**src/rtl/epx_pkg.sv**
```systemverilog
// Shared constants, types and helpers for the 26-direction extreme vertex block.
package epx_pkg;

  localparam int MAX_POINTS = 4096;
  localparam int NDIR       = 26;
  localparam int COORD_W    = 24;
  localparam int SCORE_W    = 26;
  localparam int IDX_W      = 12;
  localparam int SLOT_W     = 5;
  localparam int CNT_W      = $clog2(MAX_POINTS + 1);
  localparam int DRN_W      = $clog2(NDIR);

  // slot code of the zero direction, which has no result
  localparam logic [SLOT_W-1:0] SLOT_SKIP = SLOT_W'(13);

  // per-axis sign of a direction
  typedef enum logic [1:0] {
    AX_NEG  = 2'd0,
    AX_ZERO = 2'd1,
    AX_POS  = 2'd2
  } ax_t;

  typedef struct packed {
    ax_t dx;
    ax_t dy;
    ax_t dz;
  } dir_t;

  // per-cycle control broadcast to the cells and box units
  typedef struct packed {
    logic upd;    // point is taken into the set
    logic first;  // point opens a new set
    logic snap;   // set closes: copy results into the drain chain
    logic shift;  // drain chain advances by one result
  } epx_ctl_t;

  function automatic ax_t ax_of(input int unsigned code);
    ax_t a;
    a = AX_ZERO;
    if (code == 0) a = AX_NEG;
    if (code == 2) a = AX_POS;
    return a;
  endfunction

  // direction held by cell d, cells in ascending slot order
  function automatic dir_t dir_of(input int unsigned d);
    int unsigned s;
    dir_t r;
    s = (d < 13) ? d : d + 1;
    r.dx = ax_of(s / 9);
    r.dy = ax_of((s / 3) % 3);
    r.dz = ax_of(s % 3);
    return r;
  endfunction

endpackage

```
**src/rtl/epx_cell.sv**
```systemverilog
// One direction cell: best projection tracker plus one stage of the drain chain.
module epx_cell
  import epx_pkg::*;
(
  input  logic                      clk,
  input  epx_ctl_t                  ctl,
  input  dir_t                      dir,
  input  logic signed [COORD_W-1:0] px,
  input  logic signed [COORD_W-1:0] py,
  input  logic signed [COORD_W-1:0] pz,
  input  logic [IDX_W-1:0]          idx,
  input  logic [IDX_W-1:0]          chain_in,
  output logic [IDX_W-1:0]          chain_out
);

  logic signed [SCORE_W-1:0] best_r, best_nxt;
  logic [IDX_W-1:0]          bidx_r, bidx_nxt;
  logic [IDX_W-1:0]          drn_r, drn_nxt;
  logic signed [SCORE_W-1:0] score;

  function automatic logic signed [SCORE_W-1:0] term(input ax_t a,
                                                     input logic signed [COORD_W-1:0] v);
    logic signed [SCORE_W-1:0] ext;
    logic signed [SCORE_W-1:0] r;
    ext = SCORE_W'(v);
    unique case (a)
      AX_NEG:  r = -ext;
      AX_POS:  r = ext;
      default: r = '0;
    endcase
    return r;
  endfunction

  assign score = term(dir.dx, px) + term(dir.dy, py) + term(dir.dz, pz);

  // strict greater-than keeps the earliest point on ties
  always_comb begin
    best_nxt = best_r;
    bidx_nxt = bidx_r;
    if (ctl.upd && (ctl.first || score > best_r)) begin
      best_nxt = score;
      bidx_nxt = idx;
    end
  end

  // drain stage: load on set close, else pass toward the output
  always_comb begin
    drn_nxt = drn_r;
    if (ctl.snap) begin
      drn_nxt = bidx_nxt;
    end else if (ctl.shift) begin
      drn_nxt = chain_in;
    end
  end

  always_ff @(posedge clk) begin
    best_r <= best_nxt;
    bidx_r <= bidx_nxt;
    drn_r  <= drn_nxt;
  end

  assign chain_out = drn_r;

endmodule

```
**config.mk**
```make
export PLATFORM = sky130hd
export DESIGN_NAME = epx_cell
export DESIGN_NICKNAME = d
export VERILOG_FILES = /design/src/rtl/epx_pkg.sv /design/src/rtl/epx_cell.sv
export SDC_FILE = /design/constraint.sdc
export NUM_CORES = 1
export LEC_CHECK = 0
export BUFFER_PORTS_ARGS = -buffer_cell sky130_fd_sc_hd__buf_2
export CELL_PAD_IN_SITES_DETAIL_PLACEMENT = 2
export CELL_PAD_IN_SITES_GLOBAL_PLACEMENT = 2
export CORE_UTILIZATION = 31
export DETAILED_ROUTE_END_ITERATION = 10
export PLACE_DENSITY = 0.77
export SLEW_MARGIN = 30
export SYNTH_ARGS = -nofsm -noshare
export SYNTH_HDL_FRONTEND = slang
export SYNTH_SLANG_ARGS = --single-unit
export TNS_END_PERCENT = 50
```
**constraint.sdc**
```tcl
create_clock -name clk -period 6.8 [get_ports clk]
set_input_delay 1.02 -clock clk [delete_from_list [all_inputs] [get_ports clk]]
set_output_delay 1.02 -clock clk [all_outputs]
set_load 0.005 [all_outputs]
```
# After elaboration in Yosys (flattened, before gate mapping)
# Cells that the tools add are included.
# Widths: inputs -> output; s select.
# classes
n_addsub	5
reduce_logical	6
mux	6
order_cmp	1
n_eq_ne	3
# op_table
op	count
$pmux 26 s2	3
$neg 24->26	3
$add 26x26->26	2
$mux 12	3
$gt 26x26->1	1
$eq 2x2->1 const B	3
$logic_not 2->1	3
$reduce_bool 2->1	1
$logic_and 1x1->1	1
$logic_or 1x1->1	1
# totals
elab_cells	24
inputBits	107
regBits	50
output_inout_bits	12

# Logic depth before layout (Yosys ltp)
# Gate-level depths: netlist of run 1.
# depth
depth_word	9
depth_mapped	30
ltp_nobuf	29

# Least setup slack after synthesis of run 1
# No wires, ideal clock.
# synth_timing
kind	input to register
startpoint	in py[5]
endpoint	reg drn_r[10] (netlist: chain_out[10]) (data pin)
path_slack_ns	-0.416
setup_time_ns	0.260
stages	29
required_ns	6.540
arrival_ns	6.956
path_cell_list	or3_1 -> nand2b_1 -> nor4_1 -> nand2b_1 -> nor2_1 -> nor2_1 -> xor2_1 -> nand2b_1 -> fa_1 -> inv_1 -> ha_1 -> and3_1 -> and2_1 -> a221oi_1 -> a21oi_1 -> a211oi_1 -> o41ai_1 -> a21oi_1 -> xnor2_1 -> ha_1 -> nand4_1 -> nor2_1 -> nand2_1 -> o21ai_0 -> a2111oi_2 -> a211oi_2 -> buf_6 -> mux2_4 -> mux2_2
# synth_via
elab_chain_len	9
# synth_lines
item	line	source
start: declaration	epx_cell.sv:9	input logic signed [COORD_W-1:0] py,
$neg 24->26	epx_cell.sv:27	AX_NEG: r = -ext;
$pmux 26 s2 (*)	epx_cell.sv:26	unique case (a)
$add 26x26->26 (*) (2 in series)	epx_cell.sv:34	assign score = term(dir.dx, px) + term(dir.dy, py) + term(dir.dz, pz);
via score[24]	epx_cell.sv:19	logic signed [SCORE_W-1:0] score;
$gt 26x26->1 (*)	epx_cell.sv:40	if (ctl.upd && (ctl.first || score > best_r)) begin
$logic_or 1x1->1 (*)	epx_cell.sv:40	
$logic_and 1x1->1 (*)	epx_cell.sv:40	
$mux 12 (*)	epx_cell.sv:40	
via bidx_nxt[10]	epx_cell.sv:17	logic [IDX_W-1:0] bidx_r, bidx_nxt;
$mux 12 (*)	epx_cell.sv:49	if (ctl.snap) begin
via drn_nxt[10]	epx_cell.sv:18	logic [IDX_W-1:0] drn_r, drn_nxt;
end signal: assignment	epx_cell.sv:59	drn_r <= drn_nxt;
end: declaration	epx_cell.sv:18	
# Mark *: on every way through the listed nets, which the timed path passes. The rest lies on a longest branch.
# A chain may end at the register's enable or synchronous reset.

# Worst setup path in the final report of run 1
# layout_timing
startpoint	in px[1]
endpoint	reg drn_r[11] (netlist: chain_out[11]) (data pin)
# layout_via
elab_chain_len	9
# layout_lines
item	line	source
start: declaration	epx_cell.sv:8	input logic signed [COORD_W-1:0] px,
$neg 24->26	epx_cell.sv:27	
$pmux 26 s2 (*)	epx_cell.sv:26	
$add 26x26->26 (*) (2 in series)	epx_cell.sv:34	
via score[24]	epx_cell.sv:19	
$gt 26x26->1 (*)	epx_cell.sv:40	
$logic_or 1x1->1 (*)	epx_cell.sv:40	
$logic_and 1x1->1 (*)	epx_cell.sv:40	
$mux 12 (*)	epx_cell.sv:40	
via bidx_nxt[11]	epx_cell.sv:17	
$mux 12 (*)	epx_cell.sv:49	
via drn_nxt[11]	epx_cell.sv:18	
# Marked as above.

==> results of run 1 <==
state kept, by name (all words and copies together), names as in the netlist:
| signal | flops |
|---|---|
| best_r | 26 |
| bidx_r | 12 |
| chain_out | 12 |
metrics by stage:
step	hold slack (ns)	power, mW	instance area [um2]	TNS (ns)
3_5_place_dp	0.461	1.74	8350	-28.77
6_report	0.487	2.39	9130	-18.39
4_1_cts	0.485	2.13	8800	-5.74
2_1_floorplan	0.447	1.23	6400	-0.134
5_1_grt	0.502	2.49	9130	-26.43
3_3_place_gp	0.453	1.63	8350	-13.38
routing by layer:
layer / up-vias / part of all wire / track usage
met4: 0 / 0.052 / 0.114
met1: 3378 / 0.38 / 0.285
met3: 87 / 0.044 / 0.0350
met5: - / 0 / 0
met2: 213 / 0.53 / 0.527
li1: 3072 / - / -
what timing repair did:
item                       in CTS  in global routing
buffers inserted               16                 15
setup endpoints to repair      50                 50
pin swaps                      25                 52
gates cloned                    1                  0
resized for setup              44                 46
worst min-delay path by stage:
stage / from / endpoint / slack [ns] / cells past startpoint
4_1_cts: bidx_r[11]$_DFF_P_ / bidx_r[11]$_DFF_P_ / 0.48 / 1
3_3_place_gp: bidx_r[11]$_DFF_P_ / bidx_r[11]$_DFF_P_ / 0.45 / 1
6_report: bidx_r[1]$_DFF_P_ / bidx_r[1]$_DFF_P_ / 0.49 / 1
2_1_floorplan: bidx_r[0]$_DFF_P_ / bidx_r[0]$_DFF_P_ / 0.45 / 1
5_1_grt: bidx_r[1]$_DFF_P_ / bidx_r[1]$_DFF_P_ / 0.50 / 1
3_5_place_dp: bidx_r[8]$_DFF_P_ / bidx_r[8]$_DFF_P_ / 0.46 / 1
worst reg2reg max path: stages, from the launching register on:
cell	delay (ns)
edfxtp_1	0.44
inv_1	0.11
ha_1	0.33
buf_4	0.12
buf_4	0.11
nand4_1	0.17
nor2_2	0.23
inv_1	0.11
o22ai_2	0.16
buf_4	0.18
a2111oi_4	0.04
a211oi_4	0.22
buf_6	0.15
buf_12	0.13
mux2_4	0.32
mux2_4	0.27
final cells by class:
type                    count  area [um2]  area share
flip-flops and latches     50        1380       0.151
well taps                 265         332      0.0363
repair buffers            295        1980       0.217
clock buffers               5         125      0.0137
multi-input cells         566        4980       0.545
inverters                  80         305      0.0334
clock inverters             3        28.8     0.00315
report_power, final:
part | internal (mW) | total, mW | switching [mW]
registers | 0.492 | 0.550 | 0.0578
logic | 0.725 | 1.56 | 0.836
clock network | 0.141 | 0.279 | 0.138
synthesized netlist by cell type, types with 3 or more instances:
library cell  instances  area [um2]
or2_2                 5        31.3
dfxtp_1              12         240
edfxtp_1             38        1140
inv_1                80         300
xnor2_1              37         324
nand4_1               5        31.3
nor4_1               11        68.8
xor2_1               34         298
mux2_2               15         169
or4_1                 3        22.5
a31oi_1               4        25.0
and2_1                3        18.8
nor2_1               64         240
nor3_1               15        75.1
o21ai_0              33         165
a211o_1               3        26.3
mux2_4                9         135
mux2i_1               3        30.0
nand2_1              18        67.6
nand2b_1             37         231
a21o_1               44         330
ha_1                 53         663
o21a_1                3        22.5
clkbuf_1             15        56.3
and3_1                3        18.8
or3_1                27         169
a211oi_1              6        45.0
o31ai_1               6        45.0
fa_1                 26         521
a21oi_1              62         310
logic make-up after synthesis:
kind of cell / count (synthesis) / share of synthesized area
flip-flops: 50 / 0.222
AND/OR/NAND/NOR: 213 / 0.193
multiplexers: 27 / 0.0537
AO/OA/AOI/OAI: 175 / 0.176
adder cells (fa/ha/maj): 79 / 0.190
buffers and inverters: 98 / 0.0616
XOR/XNOR: 72 / 0.103
==> summary.md, run 1 <==
| Metric | Value |
|---|---|
| Outcome | `complete, but fails checks` |
| Failing checks | `negative setup slack` |
| Critical Path Source Type | `input port` |
| Normalized max-slew margin | `0.648` |
| Crit-path most repeated cell | `buf_4` |
| Critical Path RT | `6.86 ns` |
| Pwr/cell area | `262 nW/um2` |
| Starting DRT DRC Count | `267` |
| Bufs on Longest Clock Path | `2` |
| EDFF count, synth | `38` |
| Final setup fails | `50` |
| Fin Clk Skew | `0.0199 ns` |
| Inst Count DP | `1226` |
| Worst-path clk slew | `0.08 ns` |
| Die Height | `144 um` |
| Unrepaired setup endpoints after global routing | `yes` |
| CP Depth | `32` |
| Placeable Area | `19600 um2` |
| Initial Utilization | `0.317` |
| Most common cell after layout, fill and taps aside | `buf_4` |
| Site row count | `51` |
| Minimum clock period | `7.45 ns` |
| Worst setup EP type | `register` |
| Max Freq | `134 MHz` |
| Die area | `20600 um2` |
| Final Hold Fails | `0` |
| Static Leak | `4.43 nW` |
| Vias in the first global route | `7575` |
| Crit path from | `px[1]` |
| Final std cells w/o fill | `1264` |
| Seq cells post-synth | `50` |
| Crit path largest cell delay | `0.52 ns` |
| Post-synthesis sequential area ratio | `0.222` |
| R2R cell count | `15` |
| Synth Flop Type | `edfxtp_1` |
| Reg-to-reg endpoint | `chain_out[11]$_DFFE_PP_` |
| Critical-path top delay cell | `or4_4` |
| Synth Net Count | `900` |
| Top delay family on crit path | `compound AO/OA/AOI/OAI gates` |
| Worst-path fanout max | `7` |
| NumNets Final | `1184` |
| Initial antenna violation count | `0` |
| Cts bufs inserted | `5` |
| Pre-antenna DRT Iters | `4` |
| Synth cell types | `61` |
| Max H-tree Level | `2` |
| Mapped cell area | `6220 um2` |
| Crit path DAT | `7.51 ns` |
| Syn. warnings | `0` |
| Placement Setup Slack | `-0.908 ns` |
| N_diodes | `0` |
| Synth async-reset ratio | `0` |
| Setup crit end | `chain_out[11]$_DFFE_PP_` |
| Vias | `6750` |
| Setup ws final | `-0.647 ns` |
| HPWL reported at the end of detailed placement | `20800 um` |
| DRC Markers | `0` |
| Crit Path Class | `input port to register` |
| IO Count | `119` |
| CTS tree | `yes` |
| Largest net degree at the start of global routing | `28` |
| Mean post-synth cell area | `8.71 um2` |
| First-pass GRT wire length | `41800 um` |
| Layout cell share with drive strength beyond 1 | `0.413` |
| DR WL/cell | `24.6 um` |
| Tot GR Track Use | `0.269` |
| Register-to-register setup slack | `3.46 ns` |
| Final Wtd Congestion | `0.813` |
| Worst-Skew Late Latency | `0.31 ns` |
| Most frequent cells in the layout | `166 x buf_4, 116 x buf_2, 76 x inv_1` |
| Final Max Tran Viols | `0` |
| Area growth syn-to-layout | `46.9%` |
| I/O Buffers | `118` |
| Peak supply drop | `0.155 mV` |
| R2R Path Start | `best_r[19]$_DFFE_PN_` |
| CP Buf/Inv Count | `8` |
| Vias/cell | `5.34` |
| Final Util | `0.466` |
| Die X | `144 um` |
| # hold bufs at CTS | `0` |
| Layout filler cell count | `2132` |
| Root Driver | `clkbuf_16` |
| Maxcap violations | `0` |
| Final Cycle Share | `1.10` |
| Sink Count | `50` |
| Routed Antenna Nets | `0` |
| Worst-Margin Slew | `0.523 ns` |
| Hold WC Path Type | `register to register` |
| Synth Instances | `714` |
| Overflow after GRT | `0` |
| Total Wirelength | `31000 um` |
(Power assumes the default switching activity.)
==> run 2: changes to the inputs <==
--- a/config.mk
+++ b/config.mk
@@ -11,6 +11,7 @@
 export CORE_UTILIZATION = 31
 export DETAILED_ROUTE_END_ITERATION = 10
 export PLACE_DENSITY = 0.77
+export REMOVE_ABC_BUFFERS = 1
 export SLEW_MARGIN = 30
 export SYNTH_ARGS = -nofsm -noshare
 export SYNTH_HDL_FRONTEND = slang
==> summary.md, run 2 (synthesis gave the netlist of run 1 again) <==
| Metric | Value |
|---|---|
| Crit Path Class | `input port to register` |
| Vias in the first global route | `7794` |
| CP Buf/Inv Count | `8` |
| N_diodes | `0` |
| Most frequent cells in the layout | `160 x buf_4, 111 x buf_2, 76 x inv_1` |
| Site row count | `51` |
| Layout cell share with drive strength beyond 1 | `0.447` |
| Largest net degree at the start of global routing | `27` |
| Tot Pwr | `2.31 mW` |
| Outcome | `complete, but fails checks` |
| Crit path largest cell delay | `0.60 ns` |
| First-pass GRT wire length | `43200 um` |
| Worst-Skew Late Latency | `0.30 ns` |
| Max H-tree Level | `2` |
| Root Driver | `clkbuf_16` |
| Final Hold Fails | `0` |
| Final Max Tran Viols | `0` |
| Unrepaired setup endpoints after global routing | `yes` |
| Placeable Area | `19600 um2` |
| Fin Clk Skew | `0.0121 ns` |
| Worst-path fanout max | `6` |
| Most common cell after layout, fill and taps aside | `buf_4` |
| HPWL reported at the end of detailed placement | `19300 um` |
| IO Count | `119` |
| CTS tree | `yes` |
| Register-to-register setup slack | `3.59 ns` |
| Hold WC Path Type | `register to register` |
| Normalized max-slew margin | `0.674` |
| Sink Count | `50` |
| Total Wirelength | `34300 um` |
| Largest register by flop count | `best_r` |
| Max Freq | `135 MHz` |
| Maxcap violations | `0` |
| Setup ws final | `-0.631 ns` |
| Final setup fails | `50` |
| Initial antenna violation count | `1` |
| Layout filler cell count | `2079` |
| Critical Path RT | `6.84 ns` |
| Routed Antenna Nets | `0` |
| Worst setup EP type | `register` |
| Die X | `144 um` |
| Design Area, Final | `9460 um2` |
| Overflow after GRT | `0` |
| Static Leak | `4.48 nW` |
| Worst-path clk slew | `0.07 ns` |
| Crit-path most repeated cell | `buf_6` |
| Pre-antenna DRT Iters | `5` |
| DR WL/cell | `27.1 um` |
| Final Wtd Congestion | `0.816` |
| Die Height | `144 um` |
| Crit path DAT | `7.48 ns` |
| DRC Markers | `0` |
| Post-DP Area | `8190 um2` |
| Max reg flops | `26` |
| Critical Path Source Type | `input port` |
| Die area | `20600 um2` |
| Cts bufs inserted | `5` |
| Vias/cell | `5.57` |
| Minimum clock period | `7.43 ns` |
| Critical-path top delay cell | `fa_1` |
| Peak supply drop | `0.136 mV` |
| Bufs on Longest Clock Path | `2` |
| Initial Utilization | `0.317` |
| Top delay family on crit path | `compound AO/OA/AOI/OAI gates` |
| NumNets Final | `1183` |
| Final Cycle Share | `1.09` |
| I/O Buffers | `118` |
| Pwr/cell area | `244 nW/um2` |
| Vias | `7040` |
| Worst-Margin Slew | `0.486 ns` |
| Failing checks | `negative setup slack` |
| Area growth syn-to-layout | `52.2%` |
| Tot GR Track Use | `0.280` |
| Starting DRT DRC Count | `338` |
==> run 2: final cells by class <==
| type | instances | area [um2] | area share |
|---|---|---|---|
| Tap cell | 265 | 332 | 0.0350 |
| Inverter | 80 | 305 | 0.0323 |
| Clock buffer | 6 | 150 | 0.0159 |
| Timing Repair Buffer | 294 | 2030 | 0.214 |
| Clock inverter | 2 | 13.8 | 0.00145 |
| Sequential cell | 50 | 1380 | 0.146 |
| Multi-Input combinational cell | 566 | 5250 | 0.555 |
==> run 2: path summary, 6_finish.rpt <==
kind                        from                endpoint  cells past startpoint
max                        px[1]  chain_out[2]$_DFFE_PP_                     33
min            bidx_r[1]$_DFF_P_       bidx_r[1]$_DFF_P_                      1
max reg2reg  best_r[3]$_DFFE_PN_  chain_out[2]$_DFFE_PP_                     12
min reg2reg    bidx_r[1]$_DFF_P_       bidx_r[1]$_DFF_P_                      1
==> run 2: report_power, final <==
part | internal [mW] | leakage (nW) | total (mW) | switching, mW
Sequential | 0.491 | 0.475 | 0.534 | 0.0423
Clock | 0.159 | 0.0785 | 0.277 | 0.118
Combinational | 0.703 | 3.93 | 1.50 | 0.799
Total | 1.35 | 4.48 | 2.31 | 0.959
==> run 2: per-stage QoR <==
| stage | hold slack [ns] | util | std cells | setup slack [ns] | TNS [ns] |
|---|---|---|---|---|---|
| finish | 0.473 | 0.483 | 1263 | -0.631 | -18.82 |
| floorplan | 0.444 | - | 696 | -1.71 | -65.38 |
| detailed placement | 0.462 | 0.418 | 1227 | -1.06 | -39.20 |
| CTS | 0.474 | 0.457 | 1257 | -0.140 | -1.59 |
| global route | 0.498 | 0.483 | 1263 | -0.753 | -25.52 |
| global placement | 0.452 | 0.418 | 1227 | -0.800 | -26.97 |
==> run 2: worst register-to-register path, delay by kind of cell (launching register included) <==
kind            cells  cell delay (ns)
compound gates      6             1.43
fa+ha+maj           1             0.30
buf+inv             3             0.30
flops               1             0.32
mux                 2             0.59
==> run 2: per-layer routing <==
layer  track usage  share of wire
met1         0.292           0.37
met2         0.548           0.53
met3        0.0347          0.041
met4         0.138          0.062
met5             0              0
==> run 2: repair_timing <==
| item | 4_1_cts | 5_1_grt |
|---|---|---|
| hold endpoints to repair | 0 | 0 |
| pin swaps | 46 | 48 |
| gates cloned | 1 | 0 |
| hold buffers | 0 | 0 |
| endpoints found under the setup margin | 50 | 50 |
| resized for setup | 94 | 93 |
| setup buffers | 21 | 10 |
