--- config.mk ---
export PLATFORM = sky130hd
export DESIGN_NAME = epx_box
export DESIGN_NICKNAME = d
export VERILOG_FILES = /design/src/rtl/epx_pkg.sv /design/src/rtl/epx_box.sv
export SDC_FILE = /design/constraint.sdc
export NUM_CORES = 1
export LEC_CHECK = 0
export BUFFER_PORTS_ARGS = -buffer_cell sky130_fd_sc_hd__buf_2
export CAP_MARGIN = 20
export CORE_MARGIN = 2
export CORE_UTILIZATION = 60
export DETAILED_ROUTE_END_ITERATION = 7
export GPL_ROUTABILITY_DRIVEN = 0
export PLACE_DENSITY = 0.84
export RECOVER_POWER = 25
export SLEW_MARGIN = 20
export SYNTH_ARGS = -nofsm -noshare
export SYNTH_HDL_FRONTEND = slang
export SYNTH_SLANG_ARGS = --single-unit
export TNS_END_PERCENT = 100
--- constraint.sdc ---
create_clock -name clk -period 3.9 [get_ports clk]
set_input_delay 0.195 -clock clk [delete_from_list [all_inputs] [get_ports clk]]
set_output_delay 0.195 -clock clk [all_outputs]
set_load 0.01 [all_outputs]
--- src/rtl/epx_pkg.sv ---
// Shared constants, types and helpers for the 26-direction extreme vertex block.
package epx_pkg;

  localparam int MAX_POINTS = 4096;
  localparam int NDIR       = 26;
  localparam int COORD_W    = 24;
  localparam int SCORE_W    = 26;
  localparam int IDX_W      = 12;
  localparam int SLOT_W     = 5;
  localparam int CNT_W      = $clog2(MAX_POINTS + 1);
  localparam int DRN_W      = $clog2(NDIR);

  // slot code of the zero direction, which has no result
  localparam logic [SLOT_W-1:0] SLOT_SKIP = SLOT_W'(13);

  // per-axis sign of a direction
  typedef enum logic [1:0] {
    AX_NEG  = 2'd0,
    AX_ZERO = 2'd1,
    AX_POS  = 2'd2
  } ax_t;

  typedef struct packed {
    ax_t dx;
    ax_t dy;
    ax_t dz;
  } dir_t;

  // per-cycle control broadcast to the cells and box units
  typedef struct packed {
    logic upd;    // point is taken into the set
    logic first;  // point opens a new set
    logic snap;   // set closes: copy results into the drain chain
    logic shift;  // drain chain advances by one result
  } epx_ctl_t;

  function automatic ax_t ax_of(input int unsigned code);
    ax_t a;
    a = AX_ZERO;
    if (code == 0) a = AX_NEG;
    if (code == 2) a = AX_POS;
    return a;
  endfunction

  // direction held by cell d, cells in ascending slot order
  function automatic dir_t dir_of(input int unsigned d);
    int unsigned s;
    dir_t r;
    s = (d < 13) ? d : d + 1;
    r.dx = ax_of(s / 9);
    r.dy = ax_of((s / 3) % 3);
    r.dz = ax_of(s % 3);
    return r;
  endfunction

endpackage

--- src/rtl/epx_box.sv ---
// One axis of the bounding box, with a copy taken when a set closes.
module epx_box
  import epx_pkg::*;
(
  input  logic                      clk,
  input  epx_ctl_t                  ctl,
  input  logic signed [COORD_W-1:0] v,
  output logic signed [COORD_W-1:0] min_q,
  output logic signed [COORD_W-1:0] max_q
);

  logic signed [COORD_W-1:0] min_r, min_nxt;
  logic signed [COORD_W-1:0] max_r, max_nxt;
  logic signed [COORD_W-1:0] smin_r, smin_nxt;
  logic signed [COORD_W-1:0] smax_r, smax_nxt;

  // running extremes; the first point of a set loads both
  always_comb begin
    min_nxt = min_r;
    max_nxt = max_r;
    if (ctl.upd && (ctl.first || v < min_r)) min_nxt = v;
    if (ctl.upd && (ctl.first || v > max_r)) max_nxt = v;
    smin_nxt = ctl.snap ? min_nxt : smin_r;
    smax_nxt = ctl.snap ? max_nxt : smax_r;
  end

  always_ff @(posedge clk) begin
    min_r  <= min_nxt;
    max_r  <= max_nxt;
    smin_r <= smin_nxt;
    smax_r <= smax_nxt;
  end

  assign min_q = smin_r;
  assign max_q = smax_r;

endmodule

Word-level counts from Yosys, hierarchy flattened

Index checks and enable logic that the tools add are counted.

Latch bits: 0
Input port bits: 29
Bits in read-only memories: 0
Output and inout port bits: 48
Register bits: 96
Memories: 0
Word-level logic and storage cells: 12
Memory bits (writable): 0

Div/mod/pow operators: 0
Mux-type cells: 2
Reductions and logical operators: 4
Equality and inequality tests: 0
Order comparisons: 2
Multiply operators: 0
Bitwise gates (word level): 0
Add/sub/neg operators: 0
Shift-type cells: 0

Operator list:

| cell                           | count |
|---|---|
| 2-to-1 mux 24 bit              | 2 |
| greater-than comparator 24 bit | 1 |
| less-than comparator 24 bit    | 1 |
| logical AND 1 bit              | 2 |
| logical OR 1 bit               | 2 |

Logic depth before layout (Yosys ltp)

Gate-level depths: netlist (run 1).

Depth after elaboration: 4
Gate-level depth with buffers: 10
Mapped depth without buffers: 8

Least setup slack after synthesis (run 1)

No wires, ideal clock.

Path kind: reg-to-reg
Start point: reg min_r[19]
End point: reg smin_r[10] (netlist: min_q[10]) (data pin)
Data required time: 3,638 ps
Data arrival time: 2,227 ps
Path slack: 1,411 ps
Cell stages (with the launch flop): 10
Clock period less this slack: 2,489 ps
Path buffers: 1
Path through: dfxtp_1 -> inv_1 -> ha_1 -> nand4_2 -> nor4_2 -> a2111oi_2 -> o21ai_2 -> a311oi_4 -> buf_6 -> mux2_4

Longest elaborated chain between the ends: 4

RTL lines:

| element                     | RTL line      | text |
|---|---|---|
| start: declaration          | epx_box.sv:12 | `logic signed [COORD_W-1:0] min_r, min_nxt;` |
| start signal: assignment    | epx_box.sv:28 | `min_r <= min_nxt;` |
| less-than comparator 24 bit | epx_box.sv:21 | `if (ctl.upd && (ctl.first \|\| v < min_r)) min_nxt = v;` |
| logical OR 1 bit            | epx_box.sv:21 |  |
| logical AND 1 bit           | epx_box.sv:21 |  |
| 2-to-1 mux 24 bit           | epx_box.sv:21 |  |
| named net min_nxt[10]       | epx_box.sv:12 |  |
| end signal: assignment      | epx_box.sv:30 | `smin_r <= smin_nxt;` |
| end: declaration            | epx_box.sv:14 | `logic signed [COORD_W-1:0] smin_r, smin_nxt;` |

The timed path passes the listed nets, and every way through them passes these cells.
A chain may end at the register's enable or synchronous reset.

Worst setup path after layout (run 1)

Start point: reg max_r[22]
End point: reg smax_r[3] (netlist: max_q[3]) (data pin)

Longest elaborated chain between the ends: 4

RTL lines:

| element                        | RTL line      | text |
|---|---|---|
| start: declaration             | epx_box.sv:13 | `logic signed [COORD_W-1:0] max_r, max_nxt;` |
| start signal: assignment       | epx_box.sv:29 | `max_r <= max_nxt;` |
| greater-than comparator 24 bit | epx_box.sv:22 | `if (ctl.upd && (ctl.first \|\| v > max_r)) max_nxt = v;` |
| logical OR 1 bit               | epx_box.sv:22 |  |
| logical AND 1 bit              | epx_box.sv:22 |  |
| 2-to-1 mux 24 bit              | epx_box.sv:22 |  |
| named net max_nxt[3]           | epx_box.sv:13 |  |
| end signal: assignment         | epx_box.sv:31 | `smax_r <= smax_nxt;` |
| end: declaration               | epx_box.sv:15 | `logic signed [COORD_W-1:0] smax_r, smax_nxt;` |

The timed path passes the listed nets, and every way through them passes these cells.

==> flow_summary.yaml, run 1 <==
critical_path:
  worstRegToRegCells: 8
  cp-start-kind: "register"
  worstPathMaxFanout: 24
  cp.required_ps: 4070
  endpoint_kind: "register"
  crit_arrival_ps: 2940
  path_cells: "inv_1 > ha_1 > nand4_1 > or4_1 > inv_1 > o31a_2 > o31ai_1 > o211ai_1"
  critPathBufInv: 2
  slowest_delay_ps: 580
  r2r-start: "max_r[22]"
  critPathKind: "register to register"
  crit_top_cell: "inv_1"
  timing.rr.end: "max_q[3]"
  crit_family: "compound AO/OA/AOI/OAI gates"
  r2r_slack_ps: 1130
  cp_slowest_cell: "or4_1"
yosys:
  synthArstFlopShare: 0
  synth_mux_area_frac: 0.0690
  synth_area_um2: 5010
  syn_area_per_cell_um2: 11.2
  synth_top_family_by_area: "compound AO/OA/AOI/OAI gates"
  synthTopCellsByArea: "edfxtp_1 29%, dfxtp_1 19%, ha_1 12%"
  synth_adder_area_share: 0.117
  synth_xor_area_frac: 0
  yosysMostFrequentCell: "inv_1"
  synth_ff_type: "edfxtp_1"
  yosysWarnings: 0
  yosysUniqueCellTypes: 42
  synth_top_area_share: 0.288
  synthCells: 449
  yosysTopAreaCell: "edfxtp_1"
  synth_edf_count: 48
  synth-simple-area-share: 0.0945
  synth-seq-cells: 96
  synth_nets: 525
  synth-compound-area-share: 0.176
  yosys-top-cells-count: "49 x inv_1, 48 x dfxtp_1, 48 x edfxtp_1, 47 x ha_1, 30 x nand4_1"
  ys_seq_area_frac: 0.480
worst_hold_path:
  min_from: "v[11]"
  min_to: "min_r[11]"
  hold_depth: 2
  hold_class: "input pin to register"
drt:
  via_count: 3943
  drc_errors: 0
  drt_first_pass_iters: 5
  ant_nets: 0
  drt-vias-per-instance: 6.29
  drt_iter0_drc: 261
  routed_wl_um: 11300
  wl_per_cell_um: 18.1
layout:
  fill_cells: 589
  finalNonFillerCells: 627
  final-seq-area_um2: 2400
  areaGrowthSynthToFinish_pct: 12.5
  nets: 593
  antenna_cells: 0
  drive_above_1_share: 0.257
  multi_input_area_um2: 2290
timing:
  finClkSkew_ps: 10.1
  hold_violations: 0
  period_share: 0.710
  fin_setup_tns_ps: 0
  setup-violations-final: 0
  grt_setup_unrepaired: "no"
  worst_slew_pin_slew_ps: 2650
  relSlewSlack: -0.768
  report.final.slew_viol_count: 49
  max_freq_mhz: 361
  finalCriticalPeriod_ps: 2770
die:
  start_util: 0.616
  fp.dieArea_um2: 9090
  die_h_um: 95.4
  die_w_um: 95.4
  core-area_um2: 8130
  num_io_pins: 77
  placementRows: 33
pwr:
  comb_power_share: 0.449
  clkPwrFrac: 0.139
  power_switching_uw: 1660
  leakage_uw: 0.00241
  seq_power_share: 0.413
  p_int_uw: 2560
  p_sw_frac: 0.393
  powerDensity_nw_per_um2: 750
  ir_drop_mv: 0.341
  report.power.total_uw: 4220
clock_network:
  cts_buffer_depth: 2
  numCtsBuffers: 9
  cts_tree: "yes"
  ctsHtreeMaxLevel: 3
  ctsHoldBuffers: 0
  clk_latency_ps: 370
  cts_resized: 0
  cts_setup_buffers: 0
  clkTransAtPathRegs_ps: 90
  cts_root_buf: "clkbuf_8"
  cts_sinks: 96
outcome:
  violations: "max-capacitance violations, max-slew violations"
  outcome: "complete, but fails checks"
flow_run:
  timing.max_cap.violations: 1
global_route:
  antenna_found_initial: 0
  grt_pass1_wl_um: 18100
  grt-ovfl-total: 0
  grt_pass1_vias: 3759
  grt_usage: 0.260
  grt_max_degree: 49
placement:
  port_buffers: 75
  dp.cells: 611
  hpwl_um: 7740
-- logic make-up after synthesis --
group,Yosys count
flops,96
compound gates,118
fa+ha+maj,47
buf+inv,77
mux,24
simple gates,87
-- routing by layer --
layer / wire (um) / global-route usage / vias up
met2: 5610 / 0.432 / 155
met5: 0 / 0 / -
met1: 4740 / 0.327 / 1921
li1: - / - / 1847
met3: 761 / 0.0656 / 20
met4: 228 / 0.0966 / 0
-- worst reg2reg max path, stage by stage (launching register included) --
cell	delay, ps
dfxtp_1	380
inv_1	70
ha_1	290
nand4_1	190
or4_1	580
inv_1	120
o31a_2	520
o31ai_1	140
o211ai_1	290
-- through the flow --
step                      area (um^2)  hold WS [ps]   util  worst slack, ps
final                            5630           128  0.693             1130
after global placement           5460           472  0.671             1260
after global routing             5630           120  0.693              882
after floorplan                  5010           307      -             1410
after detailed placement         5460           482  0.671             1190
after CTS                        5630           122  0.693             1160
-- worst max-delay path by stage --
stage	start	end	slack, ps	cells past startpoint
2_1_floorplan	min_r[19]	min_q[10]	1410	9
3_3_place_gp	max_r[21]	max_q[3]	1260	8
3_5_place_dp	max_r[21]	max_q[12]	1190	8
4_1_cts	max_r[21]	max_q[12]	1160	8
5_1_grt	max_r[21]	max_q[3]	880	8
6_report	max_r[22]	max_q[3]	1130	8
-- layout by cell type (no fill, tap or decap), types with 6 or more instances in the layout --
cell type  count
buf_2         74
inv_1         49
edfxtp_1      48
dfxtp_1       48
ha_1          47
nand4_1       30
nor2_1        25
o211ai_1      25
o31ai_1       24
a32oi_1       24
a21oi_1       20
mux2_4        20
nand2_1       14
buf_4         10
clkbuf_8       9
o21ai_0        6
-- sequential cells by signal, indices dropped and copies added, names as in the netlist --
signal,flops
max_r,24
max_q,24
min_q,24
min_r,24
-- cell type report --
class	instances	share of cell area
well taps	105	0.0233
repair buffers	85	0.0797
clock inverters	6	0.00800
flip-flops and latches	96	0.426
inverters	49	0.0327
multi-input cells	276	0.407
clock buffers	10	0.0227
-- power by group through the flow --
stage / sequential, uW / clock (uW) / combinational [uW]
2_1_floorplan: 1810 / 0 / 1270
5_1_grt: 1790 / 635 / 2090
3_3_place_gp: 1730 / 0 / 1770
3_5_place_dp: 1760 / 0 / 1860
4_1_cts: 1740 / 592 / 1880
6_report: 1740 / 586 / 1900
No activity file was read; power rests on OpenSTA's default activity.
==> run 2: changes to the inputs <==
--- a/config.mk
+++ b/config.mk
@@ -5,13 +5,14 @@
 export SDC_FILE = /design/constraint.sdc
 export NUM_CORES = 1
 export LEC_CHECK = 0
+export ABC_AREA = 1
 export BUFFER_PORTS_ARGS = -buffer_cell sky130_fd_sc_hd__buf_2
 export CAP_MARGIN = 20
 export CORE_MARGIN = 2
-export CORE_UTILIZATION = 60
+export CORE_UTILIZATION = 56
 export DETAILED_ROUTE_END_ITERATION = 7
 export GPL_ROUTABILITY_DRIVEN = 0
-export PLACE_DENSITY = 0.84
+export PLACE_DENSITY = 0.8
 export RECOVER_POWER = 25
 export SLEW_MARGIN = 20
 export SYNTH_ARGS = -nofsm -noshare
==> constraint.sdc (replaced) <==
create_clock -name clk -period 2.7 [get_ports clk]
set_input_delay 0.135 -clock clk [delete_from_list [all_inputs] [get_ports clk]]
set_output_delay 0.135 -clock clk [all_outputs]
set_load 0.01 [all_outputs]
==> run 2 against run 1 <==
Against the previous run:
- the flow now finishes without violations
- clock power is 43% higher
- via count is 16% lower
- synthesized cell count is 6.5% higher
- register-to-register slack worse by 700 ps
- largest power group is now registers
==> flow_summary.yaml, run 2 <==
layout:
  final_common_cell: "nand2_1"
  antenna_cells: 0
  final_cell_mix: "158 x nand2_1, 65 x inv_1, 53 x nand3_1"
  nets: 631
  areaGrowthSynthToFinish_pct: 13.4
  drive_above_1_share: 0.134
timing:
  hold_violations: 0
  finalCriticalPeriod_ps: 2270
  grt_setup_unrepaired: "no"
  setup-violations-final: 0
  finClkSkew_ps: 12.3
  period_share: 0.841
  worst_slew_pin_slew_ps: 1400
  fin_setup_tns_ps: 0
  max_freq_mhz: 440
  relSlewSlack: 0.0647
  report.final.slew_viol_count: 0
critical_path:
  crit_top_cell: "nand2_1"
  worstPathMaxFanout: 24
  worstRegToRegCells: 12
  endpoint_kind: "register"
  r2r-start: "min_r[11]"
  critPathBufInv: 1
  critPathKind: "register to register"
  cp.required_ps: 2800
  path_cells: "inv_1 > ha_1 > a21oi_1 > nand2_1 > nand2_1 > nand2_1 > a21oi_1 > nand3_1 > nand3_2 > nand2_2 > nand2_1 > nand2_1"
  crit_cells: 12
  r2r_slack_ps: 430
  timing.rr.end: "min_q[15]"
  crit_arrival_ps: 2370
  crit_family: "simple AND/OR/NAND/NOR gates"
  cp-start-kind: "register"
  slowest_delay_ps: 340
  cp_slowest_cell: "dfxtp_1"
yosys:
  ys_seq_area_frac: 0.542
  synth-seq-cells: 96
  synth_edf_count: 48
  synth_ff_type: "edfxtp_1"
  yosys-top-cells-count: "158 x nand2_1, 65 x inv_1, 53 x nand3_1, 48 x dfxtp_1, 48 x edfxtp_1"
  synth_top_area_share: 0.325
  yosysUniqueCellTypes: 19
  synthArstFlopShare: 0
  yosysMostFrequentCell: "nand2_1"
  yosysTopAreaCell: "edfxtp_1"
  synth_area_um2: 4430
  syn_area_per_cell_um2: 9.27
  synth_nets: 554
  yosysWarnings: 0
  synthCells: 478
  synthTopCellsByArea: "edfxtp_1 33%, dfxtp_1 22%, nand2_1 13%"
clock_network:
  ctsHtreeMaxLevel: 3
  clk_latency_ps: 350
  cts_setup_buffers: 0
  numCtsBuffers: 9
  cts_resized: 0
  cts_sinks: 96
  clkTransAtPathRegs_ps: 90
  cts_tree: "yes"
  cts_root_buf: "clkbuf_8"
  cts_buffer_depth: 2
  ctsHoldBuffers: 0
worst_hold_path:
  hold_depth: 3
  min_to: "min_r[0]"
  hold_class: "input pin to register"
  min_from: "v[0]"
drt:
  wl_per_cell_um: 13.2
  drc_errors: 0
  via_count: 3330
  ant_nets: 0
  drt_first_pass_iters: 4
  drt_iter0_drc: 150
  drt-vias-per-instance: 5.03
  routed_wl_um: 8750
global_route:
  grt_pass1_vias: 3210
  grt_pass1_wl_um: 14200
  antenna_found_initial: 0
  grt-ovfl-total: 0
  grt_usage: 0.212
  grt_max_degree: 31
pwr:
  p_int_uw: 2820
  p_sw_frac: 0.345
  powerDensity_nw_per_um2: 856
  clkPwrFrac: 0.194
  comb_power_share: 0.314
  seq_power_share: 0.491
  ir_drop_mv: 0.391
  leakage_uw: 0.00253
  power_switching_uw: 1480
  report.power.total_uw: 4300
placement:
  hpwl_um: 6050
  port_buffers: 75
die:
  placementRows: 32
  fp.dieArea_um2: 8640
  die_w_um: 92.9
  num_io_pins: 77
  core-area_um2: 7690
  die_h_um: 92.9
  start_util: 0.576
outcome:
  outcome: "finished clean"
flow_run:
  timing.max_cap.violations: 0
run 2: metrics by stage:
| stage | util | area (um^2) | hold WS [ps] | setup slack (ps) | std cells |
|---|---|---|---|---|---|
| floorplan | - | 4430 | 247 | 772 | 478 |
| global placement | 0.635 | 4880 | 426 | 513 | 646 |
| detailed placement | 0.635 | 4880 | 423 | 458 | 646 |
| CTS | 0.658 | 5050 | 59.3 | 420 | 662 |
| global route | 0.654 | 5020 | 79.6 | 173 | 662 |
| finish | 0.654 | 5020 | 73.0 | 429 | 662 |
run 2: cell families after synthesis:
family,share of synthesized area
flip-flops,0.542
AND/OR/NAND/NOR,0.221
AO/OA/AOI/OAI,0.0305
adder cells (fa/ha/maj),0.133
buffers and inverters,0.0734
run 2: tightest hold or removal path: cells and delay by family:
| kind | cells | cell delay [ps] |
|---|---|---|
| buf+inv | 1 | 100 |
| simple gates | 2 | 160 |
run 2: power groups by stage:
stage / clock network [uW] / logic, uW / registers [uW]
after global placement: 0 / 1300 / 2130
after global routing: 890 / 1570 / 2150
after floorplan: 0 / 885 / 2200
final: 837 / 1350 / 2110
after CTS: 849 / 1380 / 2110
after detailed placement: 0 / 1360 / 2140
run 2: cell type report:
class / instances / area, um^2
Multi-Input combinational cell: 304 / 1700
Fill cell: 653 / 2660
Timing Repair Buffer: 79 / 375
Clock inverter: 5 / 32.5
Sequential cell: 96 / 2400
Inverter: 65 / 244
Tap cell: 102 / 128
Clock buffer: 11 / 141
run 2: routing by layer:
| layer | share of wire | vias up | GRT usage |
|---|---|---|---|
| li1 | - | 1704 | - |
| met1 | 0.44 | 1528 | 0.263 |
| met2 | 0.49 | 88 | 0.364 |
| met3 | 0.052 | 10 | 0.0382 |
| met4 | 0.016 | 0 | 0.0870 |
| met5 | 0 | - | 0 |
run 2: how the worst max path moves through the flow:
stage | startpoint | to | slack (ps)
after CTS | min_r[11] | min_q[15] | 420
final | min_r[11] | min_q[15] | 430
after detailed placement | min_r[19] | min_q[7] | 460
after floorplan | max_r[23] | max_q[10] | 770
after global placement | min_r[19] | min_q[8] | 510
after global routing | max_r[23] | max_q[22] | 170
==> run 3: changes to the inputs <==
==> constraint.sdc (replaced) <==
create_clock -name clk -period 2.25 [get_ports clk]
set_input_delay 0.1125 -clock clk [delete_from_list [all_inputs] [get_ports clk]]
set_output_delay 0.1125 -clock clk [all_outputs]
set_load 0.01 [all_outputs]
==> run 3 against run 2 <==
Against the previous run:
- die area unchanged
- non-clock buffer count up 13
- clock-buffer cell count unchanged
- hold slack worse by 34 ps
- clock skew down 4.2 ps
- register-to-register slack worse by 420 ps
- via count up 4.9%
- global-route usage up 0.16 points
- critical path depth up 1
- first-iteration DRC count up 38%
- setup slack worse by 420 ps
- combinational power up 68%
- critical path type unchanged
==> flow_summary.yaml, run 3 (same netlist as run 2, synthesis figures left out) <==
outcome:
  outcome: "finished clean"
clock_network:
  cts_sinks: 96
  clk_latency_ps: 370
  ctsHoldBuffers: 0
  cts_root_buf: "clkbuf_8"
  ctsHtreeMaxLevel: 3
  cts_tree: "yes"
  cts_buffer_depth: 2
  numCtsBuffers: 9
  clkTransAtPathRegs_ps: 90
worst_hold_path:
  hold_class: "input pin to register"
  min_to: "max_r[0]"
  hold_depth: 3
  min_from: "v[0]"
die:
  die_w_um: 92.9
  num_io_pins: 77
  die_h_um: 92.9
  start_util: 0.576
  fp.dieArea_um2: 8640
  core-area_um2: 7690
  placementRows: 32
critical_path:
  timing.rr.end: "min_q[13]"
  slowest_delay_ps: 340
  cp.required_ps: 2370
  r2r_slack_ps: 5
  crit_arrival_ps: 2360
  critPathKind: "register to register"
  r2r-start: "min_r[13]"
  cp-start-kind: "register"
  cp_slowest_cell: "dfxtp_2"
  worstRegToRegCells: 13
  path_cells: "inv_1 > ha_4 > nand2_2 > nor2_4 > nand4_1 > nor2_1 > nand2_1 > buf_4 > nand3_2 > nand3_4 > clkbuf_16 > nand3_1 > nand2_1"
  endpoint_kind: "register"
  crit_top_cell: "nand2_1"
  worstPathMaxFanout: 6
drt:
  drt-vias-per-instance: 5.15
  drc_errors: 0
  routed_wl_um: 10200
  wl_per_cell_um: 15.1
  ant_nets: 0
  via_count: 3494
  drt_first_pass_iters: 4
  drt_iter0_drc: 207
timing:
  setup-violations-final: 0
  period_share: 0.998
  grt_setup_unrepaired: "yes"
  worst_slew_pin_slew_ps: 1260
  relSlewSlack: 0.160
  max_freq_mhz: 445
  finClkSkew_ps: 8.16
  report.final.slew_viol_count: 0
  hold_violations: 0
  worst_slack_ps: 4.51
  fin_setup_tns_ps: 0
  finalCriticalPeriod_ps: 2250
layout:
  antenna_cells: 0
  nets: 648
  drive_above_1_share: 0.317
  multi_input_area_um2: 2090
  areaGrowthSynthToFinish_pct: 27.5
  final_cell_mix: "128 x nand2_1, 74 x buf_2, 63 x inv_1"
  final_common_cell: "nand2_1"
  fill_cells: 551
  final-seq-area_um2: 2430
  design_area_um2: 5650
flow_run:
  timing.max_cap.violations: 0
pwr:
  powerDensity_nw_per_um2: 1030
  leakage_uw: 0.00276
  ir_drop_mv: 0.481
global_route:
  grt_usage: 0.213
  grt_max_degree: 32
  grt_pass1_vias: 3206
  antenna_found_initial: 0
  grt-ovfl-total: 0
  grt_pass1_wl_um: 14300
placement:
  placed_cell_area_um2: 4920
  hpwl_um: 6260
  dp_slack_ps: 30.7
  port_buffers: 75
-- run 3: cell count changes in the layout (fill, tap and decap cells not counted), sizes merged --
cell,before,now
clkbuf,35,16
nand2,161,165
buf,55,87
clkinvlp,3,1
clkinv,2,4
-- run 3: how the worst max path moves through the flow --
| stage | end | slack [ps] | cells after the start | start |
|---|---|---|---|---|
| 3_3_place_gp | max_q[21] | 90 | 13 | max_r[23] |
| 3_5_place_dp | max_q[20] | 30 | 13 | max_r[15] |
| 6_report | min_q[13] | 5 | 13 | min_r[13] |
| 4_1_cts | max_q[5] | 20 | 13 | max_r[23] |
| 5_1_grt | min_q[13] | -100 | 15 | min_r[9] |
| 2_1_floorplan | max_q[10] | 320 | 14 | max_r[23] |
-- run 3: layer usage --
layer	track usage	share of wire
met1	0.265	0.42
met2	0.362	0.50
met3	0.0448	0.054
met4	0.0870	0.023
met5	0	0
-- run 3: layout make-up --
cell class,instances,share of cell area
clock buffer,11,0.0233
clock inverter,5,0.00421
inverter,65,0.0432
multi-input combinational,308,0.370
sequential,96,0.430
tap,102,0.0226
timing repair buffer,92,0.107
-- run 3: repair_timing --
action / CTS / global route
buffers inserted: 0 / 4
resized for setup: 0 / 97
endpoints found under the hold margin: 0 / 0
endpoints found under the setup margin: 0 / 92
-- run 3: stage by stage --
| step | std cells | util | hold WS [ps] | total power (uW) |
|---|---|---|---|---|
| 6_report | 679 | 0.734 | 38.6 | 5800 |
| 3_3_place_gp | 650 | 0.640 | 391 | 4140 |
| 5_1_grt | 679 | 0.734 | 51.8 | 6180 |
| 2_1_floorplan | 478 | - | 225 | 3700 |
| 3_5_place_dp | 650 | 0.640 | 403 | 4220 |
| 4_1_cts | 666 | 0.661 | 16.0 | 5160 |
-- run 3: power by group --
part           switching [uW]  total [uW]  internal (uW)  leakage (uW)
logic                    1310        2270            952       0.00179
clock network             560         949            390     0.0000758
registers                 205        2590           2380      0.000887
-- run 3: worst max-delay path: cells and delay by family, from the launching register on --
| family | cells | cell delay (ps) |
|---|---|---|
| buffers and inverters | 3 | 420 |
| adders and majority gates | 1 | 270 |
| and+or+nand+nor | 9 | 980 |
| DFF | 1 | 340 |
